**src/sv/assert_macros.svh**
```systemverilog
// Assertion helpers for the RTL; each expects i_clk and i_rst_n in scope.
`ifndef ASSERT_MACROS_SVH
`define ASSERT_MACROS_SVH

// Check a condition at every clock edge outside reset.
`define CHECK_ALWAYS(lbl, cond, msg) \
    lbl: assert property (@(posedge i_clk) disable iff (!i_rst_n) (cond)) \
        else $error(msg);

// Check a consequence in the cycle after a trigger.
`define CHECK_NEXT(lbl, ante, cons, msg) \
    lbl: assert property (@(posedge i_clk) disable iff (!i_rst_n) (ante) |=> (cons)) \
        else $error(msg);

`endif

```
**src/sv/lbp_pkg.sv**
```systemverilog
package lbp_pkg;

    localparam int PIX_W      = 8;
    localparam int IMG_W_BITS = 12;
    localparam int IMG_H_BITS = 13;
    localparam int ROW_BITS   = 12;
    localparam int OCOL_BITS  = 11;
    localparam int CFG_IDX_W  = 2;
    localparam int CFG_DATA_W = 13;

    localparam logic [IMG_H_BITS-1:0] MAX_HEIGHT = 13'd4096;
    localparam logic [IMG_H_BITS-1:0] MIN_DIM    = 13'd3;

    localparam logic [CFG_IDX_W-1:0] CFG_IMAGE_WIDTH  = 2'd0;
    localparam logic [CFG_IDX_W-1:0] CFG_IMAGE_HEIGHT = 2'd1;

    localparam logic [IMG_W_BITS-1:0] RST_WIDTH  = 12'd640;
    localparam logic [IMG_H_BITS-1:0] RST_HEIGHT = 13'd480;

    typedef logic [PIX_W-1:0] t_pix;

    // Position info of one beat, computed at the input side.
    typedef struct packed {
        logic                 emit;
        logic                 last;
        logic [ROW_BITS-1:0]  row;
        logic [OCOL_BITS-1:0] col;
    } t_pos;

    // LBP code: a bit is set where the neighbor is not below the center.
    function automatic t_pix lbp_pattern(
        input t_pix ctr,
        input t_pix tl, input t_pix l, input t_pix bl, input t_pix b,
        input t_pix br, input t_pix r, input t_pix tr, input t_pix t
    );
        t_pix p;
        p[7] = (tl >= ctr);
        p[6] = (l  >= ctr);
        p[5] = (bl >= ctr);
        p[4] = (b  >= ctr);
        p[3] = (br >= ctr);
        p[2] = (r  >= ctr);
        p[1] = (tr >= ctr);
        p[0] = (t  >= ctr);
        return p;
    endfunction

endpackage

```
**src/sv/lbp_win.sv**
```systemverilog
module lbp_win (
    input  logic          i_clk,
    input  logic          i_rst_n,
    input  logic          i_adv,
    input  lbp_pkg::t_pix i_top,
    input  lbp_pkg::t_pix i_mid,
    input  lbp_pkg::t_pix i_pix,
    output lbp_pkg::t_pix o_pattern
);

    // [0..2] column c-2, [3..5] column c-1; top, middle, bottom
    lbp_pkg::t_pix r_win [6];

    assign o_pattern = lbp_pkg::lbp_pattern(
        r_win[4],
        r_win[0], r_win[1], r_win[2], r_win[5],
        i_pix, i_mid, i_top, r_win[3]
    );

    always_ff @(posedge i_clk) begin
        if (!i_rst_n) begin
            for (int k = 0; k < 6; k++) begin
                r_win[k] <= '0;
            end
        end else if (i_adv) begin
            r_win[0] <= r_win[3];
            r_win[1] <= r_win[4];
            r_win[2] <= r_win[5];
            r_win[3] <= i_top;
            r_win[4] <= i_mid;
            r_win[5] <= i_pix;
        end
    end

endmodule
```
**config.mk**
```make
export PLATFORM = sky130hd
export DESIGN_NAME = lbp_win
export DESIGN_NICKNAME = d
export VERILOG_FILES = /design/src/sv/assert_macros.svh /design/src/sv/lbp_pkg.sv /design/src/sv/lbp_win.sv
export SDC_FILE = /design/constraint.sdc
export NUM_CORES = 1
export LEC_CHECK = 0
export ABC_AREA = 0
export ABC_CLOCK_PERIOD_IN_PS = 5100
export BUFFER_PORTS_ARGS = -buffer_cell sky130_fd_sc_hd__buf_2
export CAP_MARGIN = 20
export CORE_MARGIN = 1.5
export CORE_UTILIZATION = 30
export DETAILED_ROUTE_END_ITERATION = 12
export GPL_ROUTABILITY_DRIVEN = 0
export SLEW_MARGIN = 20
export SYNTH_ARGS = -nofsm -noshare
export SYNTH_HDL_FRONTEND = slang
export SYNTH_SLANG_ARGS = --single-unit
export TNS_END_PERCENT = 5
```
**constraint.sdc**
```tcl
create_clock -name i_clk -period 5.1 [get_ports i_clk]
set_input_delay 0.255 -clock i_clk [delete_from_list [all_inputs] [get_ports i_clk]]
set_output_delay 0.255 -clock i_clk [all_outputs]
set_load 0.005 [all_outputs]
```
==> results.txt, run 1 <==
Placed insts -> 418
GRT Residual Overflow -> 0
Post-Synthesis Cells -> 258
Std cell rows -> 37
DRT Wirelength -> 6373 um
Crit. End Element -> output pin
RR Startpoint -> r_win[4][0]
MaxCap Viol Count -> 0
Clk_skew -> 0.007774 ns
Fill cells -> 1032
Number of max-slew violations in the final report -> 0
Die area -> 11280 um^2
Worst Path Class, Setup -> register to output pin
Fmax -> 0.4358 GHz
Largest net degree at the start of global routing -> 50
Fin Hold WS -> 0.2762 ns
Root Buffer -> clkbuf_8
Hold Path Class -> primary input to register
Post-CTS resize count -> 0
Cell Area, Synth -> 3197 um^2
Clk_lat worst skew -> 0.30 ns
Yosys warning total -> 0
Placement Cell Area -> 3487 um^2
Fin. Hold Viols -> 0
CTS Buf Count -> 5
Post-synthesis sequential area ratio -> 45.09%
Mean Syn Cell Area -> 12.39 um^2
Required time worst endpoint -> 4.85 ns
Dpl hpwl -> 4706 um
Max VDD drop -> 135.8 uV
Hold Crit Start -> i_top[0]
# setup viols final -> 0
Share of cells above drive strength 1 -> 19.66%
First-pass GRT wire length -> 10630 um
Gr usage total -> 12.04%
Largest register FFs -> 48
Final WS setup -> 2.806 ns
Initial DRC count -> 102
Final ANT Viol Nets -> 0
Leak Pwr -> 1.843 nW
Final instance area -> 3600 um^2
H-Tree Level Count -> 2
Worst Max-Slew Pin Slew -> 0.6744 ns
CTS tree -> yes
Post-CTS Hold Fix Bufs -> 0
Startpoint Class -> register
Synthesis-stage register bit count -> 48
Layout area overhead -> 12.60%
Vias in the first global route -> 2103
Crit path time final -> 2.294 ns
DR vias -> 2098
DIE WIDTH -> 106.2 um
Power Density -> 269.5 nW/um^2
IO Pins -> 35
DRC Markers -> 0
N_diodes -> 0
CTS Sinks -> 48
Layout Utilization -> 34.87%
Postcts setup bufs -> 0
Die Height -> 106.2 um
Critical path startpoint -> r_win[4][2]
Biggest register -> r_win
Number of I/O port buffers -> 34
Critical path peak fanout -> 8
Initial antenna violation count -> 0
Largest registers -> r_win x48
Drt pass-1 iters -> 4
Core Area -> 10320 um^2
Via density -> 4.925
Relative slew margins -> 55.04%
Status -> finished clean
Syn nets -> 349
Critical path arrival -> 2.04 ns
Yosys cell types -> 13
Average wire per standard cell -> 14.96 um
NumNets Final -> 380
Final period util -> 44.99%
Tot Pwr -> 0.9700 mW
Clock transition at path regs -> 0.09 ns
Post-place setup slack -> 2.861 ns
RSZ-0062 raised after global routing -> false
Deepest clock path buffer count -> 2
Starting Density -> 30.97%
Setup_tns -> 0 ns
Final std cells w/o fill -> 426
-- report_power, final --
part           switching, mW  leakage, nW  internal [mW]  total, mW
logic                  0.120         1.26          0.101      0.222
registers             0.0133        0.524          0.466      0.479
clock network          0.124       0.0552          0.146      0.270
total                  0.257         1.84          0.713      0.970
-- synthesized netlist by cell type --
library cell	instances	share of area, %
a221oi_2	8	3.8
nand2b_1	9	1.8
buf_4	4	0.94
edfxtp_1	48	45
a21o_1	24	5.6
and3_2	7	1.6
clkbuf_1	6	0.70
ha_1	64	25
o21ai_1	8	1.3
a31oi_1	8	1.6
and3_1	49	9.6
nand3_1	8	1.3
inv_1	15	1.8
-- routing by layer --
metal	vias to the layer above	share of wire [%]	track usage, %
met3	4	2.6	1.962
li1	1062	-	-
met5	-	0	0
met2	24	50	20.69
met1	1008	46	15.77
met4	0	0.86	2.896
-- critical path, stage by stage (launching register included) --
cell and delay [ns]:
edfxtp_1 0.40, inv_1 0.29, ha_1 0.31, a21o_1 0.18, a31oi_1 0.31, o21ai_1 0.12, buf_2 0.14
-- path summary, 6_finish.rpt --
check                                    end  slack [ns]  cells past startpoint
worst max-delay path            o_pattern[3]        2.81                      6
worst min-delay path             r_win[3][0]        0.28                      2
worst max register to register   r_win[1][0]        4.03                      1
worst min register to register   r_win[1][3]        0.58                      1
-- placed cells by master, fill, tap and decap left out, drive strengths merged, types with 6 or more instances in the layout --
cell	count
clkbuf	6
and3	56
edfxtp	48
a31oi	8
ha	64
nand2b	9
a21o	24
inv	15
o21ai	8
nand3	8
a221oi	8
buf	34
-- layout make-up --
| type | instances | area (um^2) | area share, % |
|---|---|---|---|
| Tap cell | 136 | 170.2 | 4.727 |
| Multi-Input combinational cell | 185 | 1654 | 45.95 |
| Clock inverter | 2 | 35.03 | 0.9732 |
| Timing Repair Buffer | 34 | 170.2 | 4.727 |
| Clock buffer | 6 | 72.57 | 2.016 |
| Inverter | 15 | 56.30 | 1.564 |
| Sequential cell | 48 | 1441 | 40.04 |
-- cells by family after synthesis --
family                   synth area share (%)
AO/OA/AOI/OAI                           12.21
adder cells (fa/ha/maj)                 25.05
buffers and inverters                   3.405
flip-flops                              45.09
AND/OR/NAND/NOR                         14.25
Power figures use the tool's default switching activity.
==> run 2: changes to the inputs <==
--- a/config.mk
+++ b/config.mk
@@ -6,7 +6,7 @@
 export NUM_CORES = 1
 export LEC_CHECK = 0
 export ABC_AREA = 0
-export ABC_CLOCK_PERIOD_IN_PS = 5100
+export ABC_CLOCK_PERIOD_IN_PS = 2180
 export BUFFER_PORTS_ARGS = -buffer_cell sky130_fd_sc_hd__buf_2
 export CAP_MARGIN = 20
 export CORE_MARGIN = 1.5
==> constraint.sdc (replaced) <==
create_clock -name i_clk -period 2.18 [get_ports i_clk]
set_input_delay 0.109 -clock i_clk [delete_from_list [all_inputs] [get_ports i_clk]]
set_output_delay 0.109 -clock i_clk [all_outputs]
set_load 0.005 [all_outputs]
==> run 2 against run 1 <==
Net effect:
- register-to-register slack worse by 2.9 ns
- critical path depth is 1 higher
- via count is 0.71% lower
- critical path type unchanged
- sequential share of layout area shrank 2.2 points
- cell area increased by 5.8%
- cell count up 2.3%
- die area stayed put
- largest power group unchanged
- worst setup slack worse by 2.7 ns
- critical endpoint is now o_pattern[7]
- utilization increased by 2.0 points
==> results.txt, run 2 (synthesis results as in run 1) <==
Fin. Hold Viols -> 0
Setup_tns -> 0 ns
Relative slew margins -> 50.12%
Vias in the first global route -> 2009
# setup viols final -> 0
RSZ-0062 raised after global routing -> true
FF+latch area -> 1441 um^2
GRT Residual Overflow -> 0
Required time worst endpoint -> 2.07 ns
MaxCap Viol Count -> 0
Most frequent cells in the layout -> 56 x ha_1, 49 x and3_1, 48 x edfxtp_1
Die area -> 11280 um^2
Leak Pwr -> 1.879 nW
Crit. End Element -> output pin
RR Startpoint -> r_win[4][0]
Startpoint Class -> register
Average wire per standard cell -> 14.78 um
Layout area overhead -> 19.18%
Status -> finished clean
Worst Max-Slew Pin Slew -> 0.7483 ns
Clk_skew -> 0.008163 ns
NumNets Final -> 390
Clk_lat worst skew -> 0.30 ns
Fmax -> 0.4764 GHz
Gr usage total -> 11.69%
Core Area -> 10320 um^2
Final ANT Viol Nets -> 0
Root Buffer -> clkbuf_8
Die Height -> 106.2 um
Initial DRC count -> 65
Starting Density -> 30.97%
Worst Hold End -> r_win[4][0]
Reg2reg setup slack -> 1.15 ns
DRC Markers -> 0
Number of I/O port buffers -> 34
Std cell rows -> 37
Worst Path Class, Setup -> register to output pin
CTS Sinks -> 48
Critical path peak fanout -> 6
DR vias -> 2083
Initial antenna violation count -> 0
Crit path time final -> 2.099 ns
H-Tree Level Count -> 2
Dpl hpwl -> 4628 um
Power Density -> 580.1 nW/um^2
Via density -> 4.778
Deepest clock path buffer count -> 2
DIE WIDTH -> 106.2 um
Share of cells above drive strength 1 -> 25.33%
Largest register FFs -> 48
Number of max-slew violations in the final report -> 0
Clock transition at path regs -> 0.09 ns
DRT Wirelength -> 6444 um
Largest registers -> r_win x48
Critical path arrival -> 1.99 ns
FF-to-FF End -> r_win[1][0]
Drt pass-1 iters -> 4
Post-CTS Hold Fix Bufs -> 0
Biggest register -> r_win
IO Pins -> 35
CTS Buf Count -> 5
CTS tree -> yes
Area occupied by multi-input gates -> 1757 um^2
Post-place setup slack -> 0.3782 ns
Largest net degree at the start of global routing -> 50
First-pass GRT wire length -> 10090 um
Hold Crit Depth -> 2
Final period util -> 96.28%
Final WS setup -> 0.08108 ns
N_diodes -> 0
Max VDD drop -> 259.5 uV
Hold Crit Start -> i_mid[0]
Fill cells -> 1011
Most common cell after layout, fill and taps aside -> ha_1
Worst reg-to-reg path cell count -> 1
Hold Path Class -> primary input to register
==> run 2: worst max-delay path, cell delays in order (launching register included) <==
cell	delay, ns
edfxtp_1	0.40
clkinvlp_4	0.20
buf_6	0.18
ha_1	0.29
and3_2	0.19
a221oi_2	0.21
o21ai_1	0.09
buf_2	0.13
==> run 2: stage by stage <==
step | instances | util, % | power, mW | hold WS (ns) | instance area [um^2]
6_report | 436 | 36.90 | 2.210 | 0.1248 | 3810
5_1_grt | 436 | 36.90 | 2.340 | 0.1258 | 3810
4_1_cts | 429 | 34.89 | 2.166 | 0.1172 | 3602
3_5_place_dp | 421 | 34.12 | 1.666 | 0.4320 | 3522
3_3_place_gp | 421 | 34.12 | 1.647 | 0.4350 | 3522
2_1_floorplan | 258 | - | 1.492 | 0.3319 | 3197
==> run 2: power breakdown <==
group          internal, mW  switching, mW  leakage, nW  total, mW
combinational         0.285          0.290         1.31      0.575
sequential             1.09         0.0354        0.524       1.12
clock                 0.224          0.286       0.0399      0.510
total                  1.60          0.612         1.88       2.21
==> run 2: what timing repair did <==
| action | CTS | global route |
|---|---|---|
| endpoints found under the hold margin | 0 | 0 |
| setup buffers | 0 | 7 |
| resized for setup | 0 | 16 |
| endpoints found under the setup margin | 0 | 7 |
==> run 2: layout make-up <==
cell class                 instances  share of cell area [%]
multi-input combinational        185                   46.11
sequential                        48                   37.83
timing repair buffer              44                   7.718
tap                              136                   4.466
clock buffer                       7                   2.003
inverter                          15                   1.773
clock inverter                     1                 0.09852
==> run 2: metal layers <==
| metal | global-route usage (%) | up-vias | share of wire (%) |
|---|---|---|---|
| met1 | 15.50 | 969 | 48 |
| met3 | 2.391 | 5 | 2.8 |
| met4 | 3.764 | 0 | 1.3 |
| met2 | 19.03 | 22 | 48 |
| met5 | 0 | - | 0 |
| li1 | - | 1087 | - |
==> run 2: how the worst max path moves through the flow <==
stage                    to  cells after the start  slack [ns]         from
4_1_cts        o_pattern[1]                      6        0.04  r_win[4][4]
2_1_floorplan   r_win[0][0]                      2        0.34        i_adv
3_5_place_dp   o_pattern[0]                      6        0.38  r_win[4][4]
5_1_grt        o_pattern[6]                      6       -0.03  r_win[4][7]
6_report       o_pattern[7]                      7        0.08  r_win[4][7]
3_3_place_gp   o_pattern[6]                      6        0.40  r_win[4][6]
