--- src/sv/assert_macros.svh ---
// Assertion helpers for the RTL; each expects i_clk and i_rst_n in scope.
`ifndef ASSERT_MACROS_SVH
`define ASSERT_MACROS_SVH

// Check a condition at every clock edge outside reset.
`define CHECK_ALWAYS(lbl, cond, msg) \
    lbl: assert property (@(posedge i_clk) disable iff (!i_rst_n) (cond)) \
        else $error(msg);

// Check a consequence in the cycle after a trigger.
`define CHECK_NEXT(lbl, ante, cons, msg) \
    lbl: assert property (@(posedge i_clk) disable iff (!i_rst_n) (ante) |=> (cons)) \
        else $error(msg);

`endif

--- src/sv/lbp_pkg.sv ---
package lbp_pkg;

    localparam int PIX_W      = 8;
    localparam int IMG_W_BITS = 12;
    localparam int IMG_H_BITS = 13;
    localparam int ROW_BITS   = 12;
    localparam int OCOL_BITS  = 11;
    localparam int CFG_IDX_W  = 2;
    localparam int CFG_DATA_W = 13;

    localparam logic [IMG_H_BITS-1:0] MAX_HEIGHT = 13'd4096;
    localparam logic [IMG_H_BITS-1:0] MIN_DIM    = 13'd3;

    localparam logic [CFG_IDX_W-1:0] CFG_IMAGE_WIDTH  = 2'd0;
    localparam logic [CFG_IDX_W-1:0] CFG_IMAGE_HEIGHT = 2'd1;

    localparam logic [IMG_W_BITS-1:0] RST_WIDTH  = 12'd640;
    localparam logic [IMG_H_BITS-1:0] RST_HEIGHT = 13'd480;

    typedef logic [PIX_W-1:0] t_pix;

    // Position info of one beat, computed at the input side.
    typedef struct packed {
        logic                 emit;
        logic                 last;
        logic [ROW_BITS-1:0]  row;
        logic [OCOL_BITS-1:0] col;
    } t_pos;

    // LBP code: a bit is set where the neighbor is not below the center.
    function automatic t_pix lbp_pattern(
        input t_pix ctr,
        input t_pix tl, input t_pix l, input t_pix bl, input t_pix b,
        input t_pix br, input t_pix r, input t_pix tr, input t_pix t
    );
        t_pix p;
        p[7] = (tl >= ctr);
        p[6] = (l  >= ctr);
        p[5] = (bl >= ctr);
        p[4] = (b  >= ctr);
        p[3] = (br >= ctr);
        p[2] = (r  >= ctr);
        p[1] = (tr >= ctr);
        p[0] = (t  >= ctr);
        return p;
    endfunction

endpackage

--- src/sv/lbp_ctr.sv ---
module lbp_ctr #(
    parameter int MAX_WIDTH = 2048
) (
    input  logic                              i_clk,
    input  logic                              i_rst_n,
    input  logic                              i_acc,
    input  logic                              i_frame_start,
    input  logic [lbp_pkg::IMG_W_BITS-1:0]    i_image_width,
    input  logic [lbp_pkg::IMG_H_BITS-1:0]    i_image_height,
    output logic [$clog2(MAX_WIDTH)-1:0]      o_col,
    output lbp_pkg::t_pos                     o_pos
);

    localparam int COL_W = $clog2(MAX_WIDTH);
    localparam int CNT_W = (COL_W + 1 > lbp_pkg::IMG_W_BITS) ? COL_W + 1
                                                             : lbp_pkg::IMG_W_BITS;
    localparam int H_W   = lbp_pkg::IMG_H_BITS;
    localparam logic [CNT_W-1:0] MAX_W_C = CNT_W'(MAX_WIDTH);
    localparam logic [CNT_W-1:0] MIN_W_C = CNT_W'(3);

    logic [COL_W-1:0]               r_col, n_col;
    logic [lbp_pkg::ROW_BITS-1:0]   r_row, n_row;

    logic [CNT_W-1:0] w_raw, w_eff, c0, c1, nc, c_m1;
    logic [H_W-1:0]   h_eff, r0, r1, r2, nr, r_m1;

    always_comb begin
        w_raw = CNT_W'(i_image_width);
        if (w_raw < MIN_W_C) begin
            w_eff = MIN_W_C;
        end else if (w_raw > MAX_W_C) begin
            w_eff = MAX_W_C;
        end else begin
            w_eff = w_raw;
        end

        if (i_image_height < lbp_pkg::MIN_DIM) begin
            h_eff = lbp_pkg::MIN_DIM;
        end else if (i_image_height > lbp_pkg::MAX_HEIGHT) begin
            h_eff = lbp_pkg::MAX_HEIGHT;
        end else begin
            h_eff = i_image_height;
        end

        c0 = i_frame_start ? '0 : CNT_W'(r_col);
        r0 = i_frame_start ? '0 : H_W'(r_row);

        // wrap a counter left beyond the row end
        if (c0 >= w_eff) begin
            c1 = '0;
            r1 = r0 + H_W'(1);
        end else begin
            c1 = c0;
            r1 = r0;
        end
        r2 = (r1 >= h_eff) ? '0 : r1;

        c_m1 = c1 - CNT_W'(1);
        r_m1 = r2 - H_W'(1);

        o_col      = c1[COL_W-1:0];
        o_pos.emit = (r2 >= H_W'(2)) && (c1 >= CNT_W'(2));
        o_pos.last = (r2 == h_eff - H_W'(1)) && (c1 == w_eff - CNT_W'(1));
        o_pos.row  = r_m1[lbp_pkg::ROW_BITS-1:0];
        o_pos.col  = c_m1[lbp_pkg::OCOL_BITS-1:0];

        // advance to the next pixel position
        nc = c1 + CNT_W'(1);
        nr = r2 + H_W'(1);
        if (nc >= w_eff) begin
            n_col = '0;
            n_row = (nr >= h_eff) ? '0 : nr[lbp_pkg::ROW_BITS-1:0];
        end else begin
            n_col = nc[COL_W-1:0];
            n_row = r2[lbp_pkg::ROW_BITS-1:0];
        end
    end

    always_ff @(posedge i_clk) begin
        if (!i_rst_n) begin
            r_col <= '0;
            r_row <= '0;
        end else if (i_acc) begin
            r_col <= n_col;
            r_row <= n_row;
        end
    end

endmodule

--- config.mk ---
export PLATFORM = sky130hd
export DESIGN_NAME = lbp_ctr
export DESIGN_NICKNAME = d
export VERILOG_FILES = /design/src/sv/assert_macros.svh /design/src/sv/lbp_pkg.sv /design/src/sv/lbp_ctr.sv
export SDC_FILE = /design/constraint.sdc
export NUM_CORES = 1
export LEC_CHECK = 0
export BUFFER_PORTS_ARGS = -buffer_cell sky130_fd_sc_hd__buf_4
export CORE_AREA = 3 3 69 119
export CTS_BUF_LIST = sky130_fd_sc_hd__clkbuf_2 sky130_fd_sc_hd__clkbuf_4 sky130_fd_sc_hd__clkbuf_8
export DETAILED_ROUTE_END_ITERATION = 12
export DIE_AREA = 0 0 72 122
export HOLD_SLACK_MARGIN = 0.05
export PLACE_DENSITY_LB_ADDON = 0.05
export SLEW_MARGIN = 20
export SYNTH_ARGS = -nofsm -noshare
export SYNTH_HDL_FRONTEND = slang
export SYNTH_SLANG_ARGS = --single-unit
--- constraint.sdc ---
create_clock -name i_clk -period 24.9 [get_ports i_clk]
set_input_delay 3.735 -clock i_clk [delete_from_list [all_inputs] [get_ports i_clk]]
set_output_delay 3.735 -clock i_clk [all_outputs]
set_load 0.1 [all_outputs]
==> results of run 1 <==
## registers in the layout, summed over array words and instances, names as in the netlist
signal,flops
r_row,12
r_col,11
## layer usage
layer | vias up | wire, µm
li1 | 2569 | -
met1 | 2550 | 5650
met2 | 349 | 8466
met3 | 112 | 990
met4 | 0 | 1863
met5 | - | 0
## critical path, stage by stage
cell and delay [ns]:
buf_4 0.12, nor4_1 0.80, and3_1 0.34, nor2_1 0.05, nor2_1 0.20, ha_1 0.28
nand2b_1 0.17, a2111oi_4 0.42, nor3_1 0.18, nor3_2 0.51, buf_4 0.28, xnor2_1 0.17
ha_1 0.28, nor3b_1 0.18, o21ai_1 0.13, a2bb2oi_1 0.57, nand2b_1 0.27, nor2_1 0.32
ha_1 0.19, nand3_1 0.06, or4_1 0.49, and4bb_1 0.26, and4_1 0.20, buf_4 0.29
## area by class of cell
cell class | count | area share
well taps | 86 | 0.02015
flip-flops and latches | 23 | 0.08622
clock buffers | 3 | 0.007732
repair buffers | 66 | 0.09278
clock inverters | 1 | 0.0009372
inverters | 36 | 0.02530
multi-input cells | 587 | 0.7669
## worst max path at each step
stage | startpoint | depth (start not counted) | end | slack, ns
after floorplan | i_image_width[5] | 17 | o_pos[6] | 10.20
after global placement | i_image_width[5] | 24 | o_pos[23] | 11.12
after detailed placement | i_image_width[5] | 24 | o_pos[23] | 10.91
after CTS | i_image_width[5] | 24 | o_pos[23] | 10.89
after global routing | i_image_width[5] | 24 | o_pos[23] | 10.20
final | i_image_width[5] | 24 | o_pos[23] | 10.66
## through the flow
step / std cells / util / setup slack (ns) / hold WS [ns]
2_1_floorplan: 671 / - / 10.20 / 0.4409
3_3_place_gp: 798 / 0.7216 / 11.12 / 0.4524
3_5_place_dp: 798 / 0.7216 / 10.91 / 0.4613
4_1_cts: 802 / 0.7280 / 10.89 / 0.4722
5_1_grt: 802 / 0.7280 / 10.20 / 0.4859
6_report: 802 / 0.7280 / 10.66 / 0.4711
## power by group through the flow
stage	clock (µW)	sequential [µW]	combinational (µW)
6_report	24.1	38.5	86.1
5_1_grt	25.4	38.5	90.7
4_1_cts	24.2	38.4	84.9
3_5_place_dp	0	39.3	84.6
3_3_place_gp	0	39.3	83.0
2_1_floorplan	0	38.8	63.6
## cell usage in the layout (no fill, tap or decap), types with 12 or more instances in the layout
cell / netlist / final
nand3_1: 35 / 35
nor2_1: 57 / 57
ha_1: 58 / 58
nor2b_1: 12 / 12
nand2b_1: 20 / 20
inv_1: 33 / 33
nor3_1: 21 / 20
xnor2_1: 39 / 39
nand4_1: 18 / 18
xor2_1: 20 / 20
dfxtp_1: 23 / 23
a31oi_1: 12 / 12
o21ai_0: 23 / 23
buf_4: 1 / 66
a21oi_1: 37 / 37
nand2_1: 71 / 71
## logic make-up (layout without fill, tap and decap cells)
logic type | Yosys count | count (layout)
compound gates | 158 | 158
xor+xnor | 62 | 62
fa+ha+maj | 58 | 58
buf+inv | 61 | 106
flops | 23 | 23
mux | 10 | 10
simple gates | 299 | 299
==> flow_summary.ini, run 1 <==
[status]
status = finished, final reports clean

[routing]
num_vias = 5580
wl_um = 16970
remaining_drc_errors = 0
drtIter0Drc = 593
routed_via_density = 6.958
first_pass_iters = 5
ant_nets = 0
wl_per_cell_um = 21.16

[flow_run]
cap_violations = 0

[logic_synthesis]
yosys.area.top_type = ha_1
synthAdderAreaFrac = 0.1513
yosysSeqAreaShare = 0.09601
synth_commonest_cells = nand2_1, ha_1, nor2_1
async_reset_ff_frac = 0
synth_mux_area_frac = 0.02165
synthSimpleGateAreaFrac = 0.3266
ys_top_cells_by_area = ha_1, dfxtp_1, xnor2_1, nand2_1, nor2_1
synth_compound_area_frac = 0.2353
yosys_warnings = 0
netlist.area_leader.share = 0.1513
synth_top_family_by_area = simple AND/OR/NAND/NOR gates
ys_ff_latch = 23
synth_area_um2 = 4796
synth_area_per_cell_um2 = 7.147
yosysMostFrequentCell = nand2_1
synth-edff-count = 0
synth_fp_nets = 758
synthXorXnorAreaFrac = 0.1179
synth-main-ff-cell = dfxtp_1
syn_inst = 671
synth_cell_type_count = 78

[placed_design]
placed_cell_area_um2 = 5294
portBuffers = 64
place.gp.congestion = 1.033
hpwl_um = 13800

[global_routing]
grt_pass1_wl_um = 26100
grt_pass1_vias = 5293
grtUsageMet2 = 0.6901
use_met1 = 0.3519
antenna_found_initial = 0
grt_start_max_net_pins = 33
grtUsageMet3 = 0.04294
overflow = 0
top_usage_layer = met2
grt_usage = 0.3795

[floorplan]
placementRows = 41
die_x_um = 72
start_util = 0.6538
pin_count = 65
fp.dieH_um = 122
dieArea_um2 = 8784
core_area_um2 = 7336

[sta]
clock_skew_ns = 0.007602
finalMaxSlewViolations = 0
setup_tns_ns = 0
fin_crit_sh = 0.5720
finalHoldViolations = 0
fmax_mhz = 70.22
rsz0062_at_grt = false
finalSetupViolations = 0
tightest_slew_ns = 1.077
slew_headroom = 0.2613
fin_crit_ns = 14.24

[clocking]
root_buffer = clkbuf_8
cts_buffers = 3
cts_setup_buffers = 0
clk_path_buf_depth = 2
cts_tree = built
htreeDepth = 1
cts-hold-fix-buffers = 0
clk_pin_slew_worst_paths_ns = 0.08
cts_resized = 0
clk_latency_ns = 0.28
clkSinkCount = 23

[critical_path]
critical_path_required_ns = 21.16
rr_startpoint = r_col[9]
critical_path_class = in2out
end_kind = primary output
ff2ff_path_depth = 28
crit_path_start_kind = primary input
r2r_end = r_row[11]
cp_max_fo = 10
arrival_ns = 10.51
rrSetupSlack_ns = 17.00

[power]
swShare = 0.5107
clock_power_share = 0.162
ir_worst_vdd_mv = 0.03220
p_switching_uw = 75.92
power_density_nw_per_um2 = 27.84
power_uw = 148.7
seq_power_share = 0.259
combPwrFrac = 0.579
power.internal_uw = 72.73
power.leakage_uw = 0.002286

[worst_hold_path]
min_from = r_col[6]
min_to = r_col[6]
worstHoldPathType = reg2reg
min_path_cells = 2

[finish]
nets = 804
fin_area_um2 = 5340
multi_input_comb_area_um2 = 4095
regArea_um2 = 460.4
fillers = 643
antennaDiodeCount = 0
drive_gt1_frac = 0.1355
syn_to_final_growth_pct = 11.35
Note: power is estimated with default switching activity, not from simulation.
==> run 2: changes to the inputs <==
--- a/config.mk
+++ b/config.mk
@@ -6,10 +6,10 @@
 export NUM_CORES = 1
 export LEC_CHECK = 0
 export BUFFER_PORTS_ARGS = -buffer_cell sky130_fd_sc_hd__buf_4
-export CORE_AREA = 3 3 69 119
+export CORE_AREA = 3 3 72 124
 export CTS_BUF_LIST = sky130_fd_sc_hd__clkbuf_2 sky130_fd_sc_hd__clkbuf_4 sky130_fd_sc_hd__clkbuf_8
 export DETAILED_ROUTE_END_ITERATION = 12
-export DIE_AREA = 0 0 72 122
+export DIE_AREA = 0 0 75 127
 export HOLD_SLACK_MARGIN = 0.05
 export PLACE_DENSITY_LB_ADDON = 0.05
 export SLEW_MARGIN = 20
==> constraint.sdc (replaced) <==
create_clock -name i_clk -period 14.7 [get_ports i_clk]
set_input_delay 2.205 -clock i_clk [delete_from_list [all_inputs] [get_ports i_clk]]
set_output_delay 2.205 -clock i_clk [all_outputs]
set_load 0.1 [all_outputs]
==> run 2 against run 1 <==
Sequential cell count unchanged. Via count down 1.4%. Die area up 8.4%. Final cell count up 0.50%. Sequential power up 69%. Clock-buffer cell count unchanged. Critical endpoint unchanged. Power up 70%. Critical path depth unchanged. Register-to-register slack worse by 10 ns. Utilization down 6.1 points. Final area about the same.
==> flow_summary.ini, run 2 (same netlist as run 1, synthesis figures left out) <==
[sta]
clock_skew_ns = 0.004459
tightest_slew_ns = 1.068
finalHoldViolations = 0
finalSetupViolations = 0
setup_tns_ns = 0
finalMaxSlewViolations = 0
fmax_mhz = 89.92
fin_crit_sh = 0.7565
rsz0062_at_grt = false
fin_crit_ns = 11.12
setup_ws_ns = 3.579
slew_headroom = 0.2674

[global_routing]
grt_pass1_vias = 5368
antenna_found_initial = 0
overflow = 0
grt_usage = 0.3623
grt_start_max_net_pins = 33
grt_pass1_wl_um = 26740

[critical_path]
critical_path_required_ns = 12.49
arrival_ns = 8.92
cp_max_fo = 10
rr_startpoint = r_col[9]
critical_path_class = in2out
cp-startpoint = i_image_width[5]
cp_slowest_cell = nor4_1
end_kind = primary output
crit_path_start_kind = primary input
crit_chain = buf_4, nor4_1, and3_1, nor2_1, nor2_1, ha_1, nand2b_1, a2111oi_4, nor3_1, nor3_2, buf_4, xnor2_1, ha_1, nor3b_1, o21ai_1, a2bb2oi_1, nand2b_1, nor2_1, ha_1, nand3_1, or4_1, and4bb_1, and4_1, buf_4
slowest_delay_ns = 0.78

[placed_design]
portBuffers = 64
dpl_worst_slack_ns = 3.695
placed_cell_area_um2 = 5299
place.gp.congestion = 1.004
hpwl_um = 13980

[finish]
antennaDiodeCount = 0
largest-register = r_row
layout_common_cells = nand2_1, buf_4, ha_1
post-route-util = 0.6668
final_common_cell = nand2_1
fillers = 741
nets = 804
drive_gt1_frac = 0.1355
fin_area_um2 = 5345
largest_reg_flops = 12
syn_to_final_growth_pct = 11.45
top_regs = r_row (12), r_col (11)

[flow_run]
cap_violations = 0

[power]
seq_power_share = 0.258
power_density_nw_per_um2 = 47.21
combPwrFrac = 0.577
power.internal_uw = 123.2
ir_worst_vdd_mv = 0.05134
swShare = 0.5117
p_switching_uw = 129.1
power_uw = 252.4
power.leakage_uw = 0.002286
clock_power_share = 0.165

[clocking]
clk_pin_slew_worst_paths_ns = 0.09
cts_resized = 0
clk_path_buf_depth = 2
cts_setup_buffers = 0
cts-hold-fix-buffers = 0
root_buffer = clkbuf_8
htreeDepth = 1
clk_latency_ns = 0.27
clkSinkCount = 23
cts_buffers = 3
cts_tree = built

[floorplan]
die_x_um = 75
dieArea_um2 = 9525
fp.dieH_um = 127
start_util = 0.5983
core_area_um2 = 8016
placementRows = 43
pin_count = 65

[routing]
drtIter0Drc = 457
wl_per_cell_um = 21.17
ant_nets = 0
remaining_drc_errors = 0
num_vias = 5503
routed_via_density = 6.828
first_pass_iters = 5
wl_um = 17060

[worst_hold_path]
min_from = r_col[2]
worstHoldPathType = reg2reg

[status]
status = finished, final reports clean
-- run 2: cell counts in the layout (fill, tap and decap cells not counted) --
No cell type changed its count.
-- run 2: routing by layer --
metal  global-route usage  wire length [µm]  share of wire
met2               0.6403              8711           0.51
met1               0.3525              5696           0.33
met3              0.04488               906          0.053
met5                    0                 0              0
met4               0.3040              1749           0.10
-- run 2: power by group through the flow --
stage               sequential, µW  combinational (µW)  clock, µW
floorplan                     65.7                 108          0
global placement              66.5                 141          0
detailed placement            66.5                 143          0
CTS                           65.0                 144       41.3
global route                  65.2                 154       43.5
finish                        65.1                 146       41.6
-- run 2: metrics by stage --
stage	hold WS, ns	std cells
6_report	0.4710	806
3_3_place_gp	0.4512	802
5_1_grt	0.4858	806
2_1_floorplan	0.4409	671
4_1_cts	0.4714	806
3_5_place_dp	0.4588	802
-- run 2: worst paths after layout --
path / end / slack (ns) / cells past startpoint
min: r_col[2] / 0.47 / 2
max reg2reg: r_row[9] / 6.66 / 28
min reg2reg: r_col[2] / 0.47 / 2
max: o_pos[23] / 3.58 / 24
-- run 2: layout make-up --
class                   instances  area [µm²]  share of cell area
inverters                      36       135.1             0.02528
multi-input cells             587        4095              0.7662
repair buffers                 66       495.5             0.09270
flip-flops and latches         23       460.4             0.08614
clock inverters                 1       5.005           0.0009363
clock buffers                   3       41.29            0.007725
well taps                      90       112.6             0.02107
-- run 2: critical path, delay by kind of cell --
family,cells,cell delay (ns)
AO/OA/AOI/OAI,3,1.10
XOR/XNOR,1,0.17
adder cells (fa/ha/maj),3,0.73
AND/OR/NAND/NOR,14,4.00
buffers and inverters,3,0.68
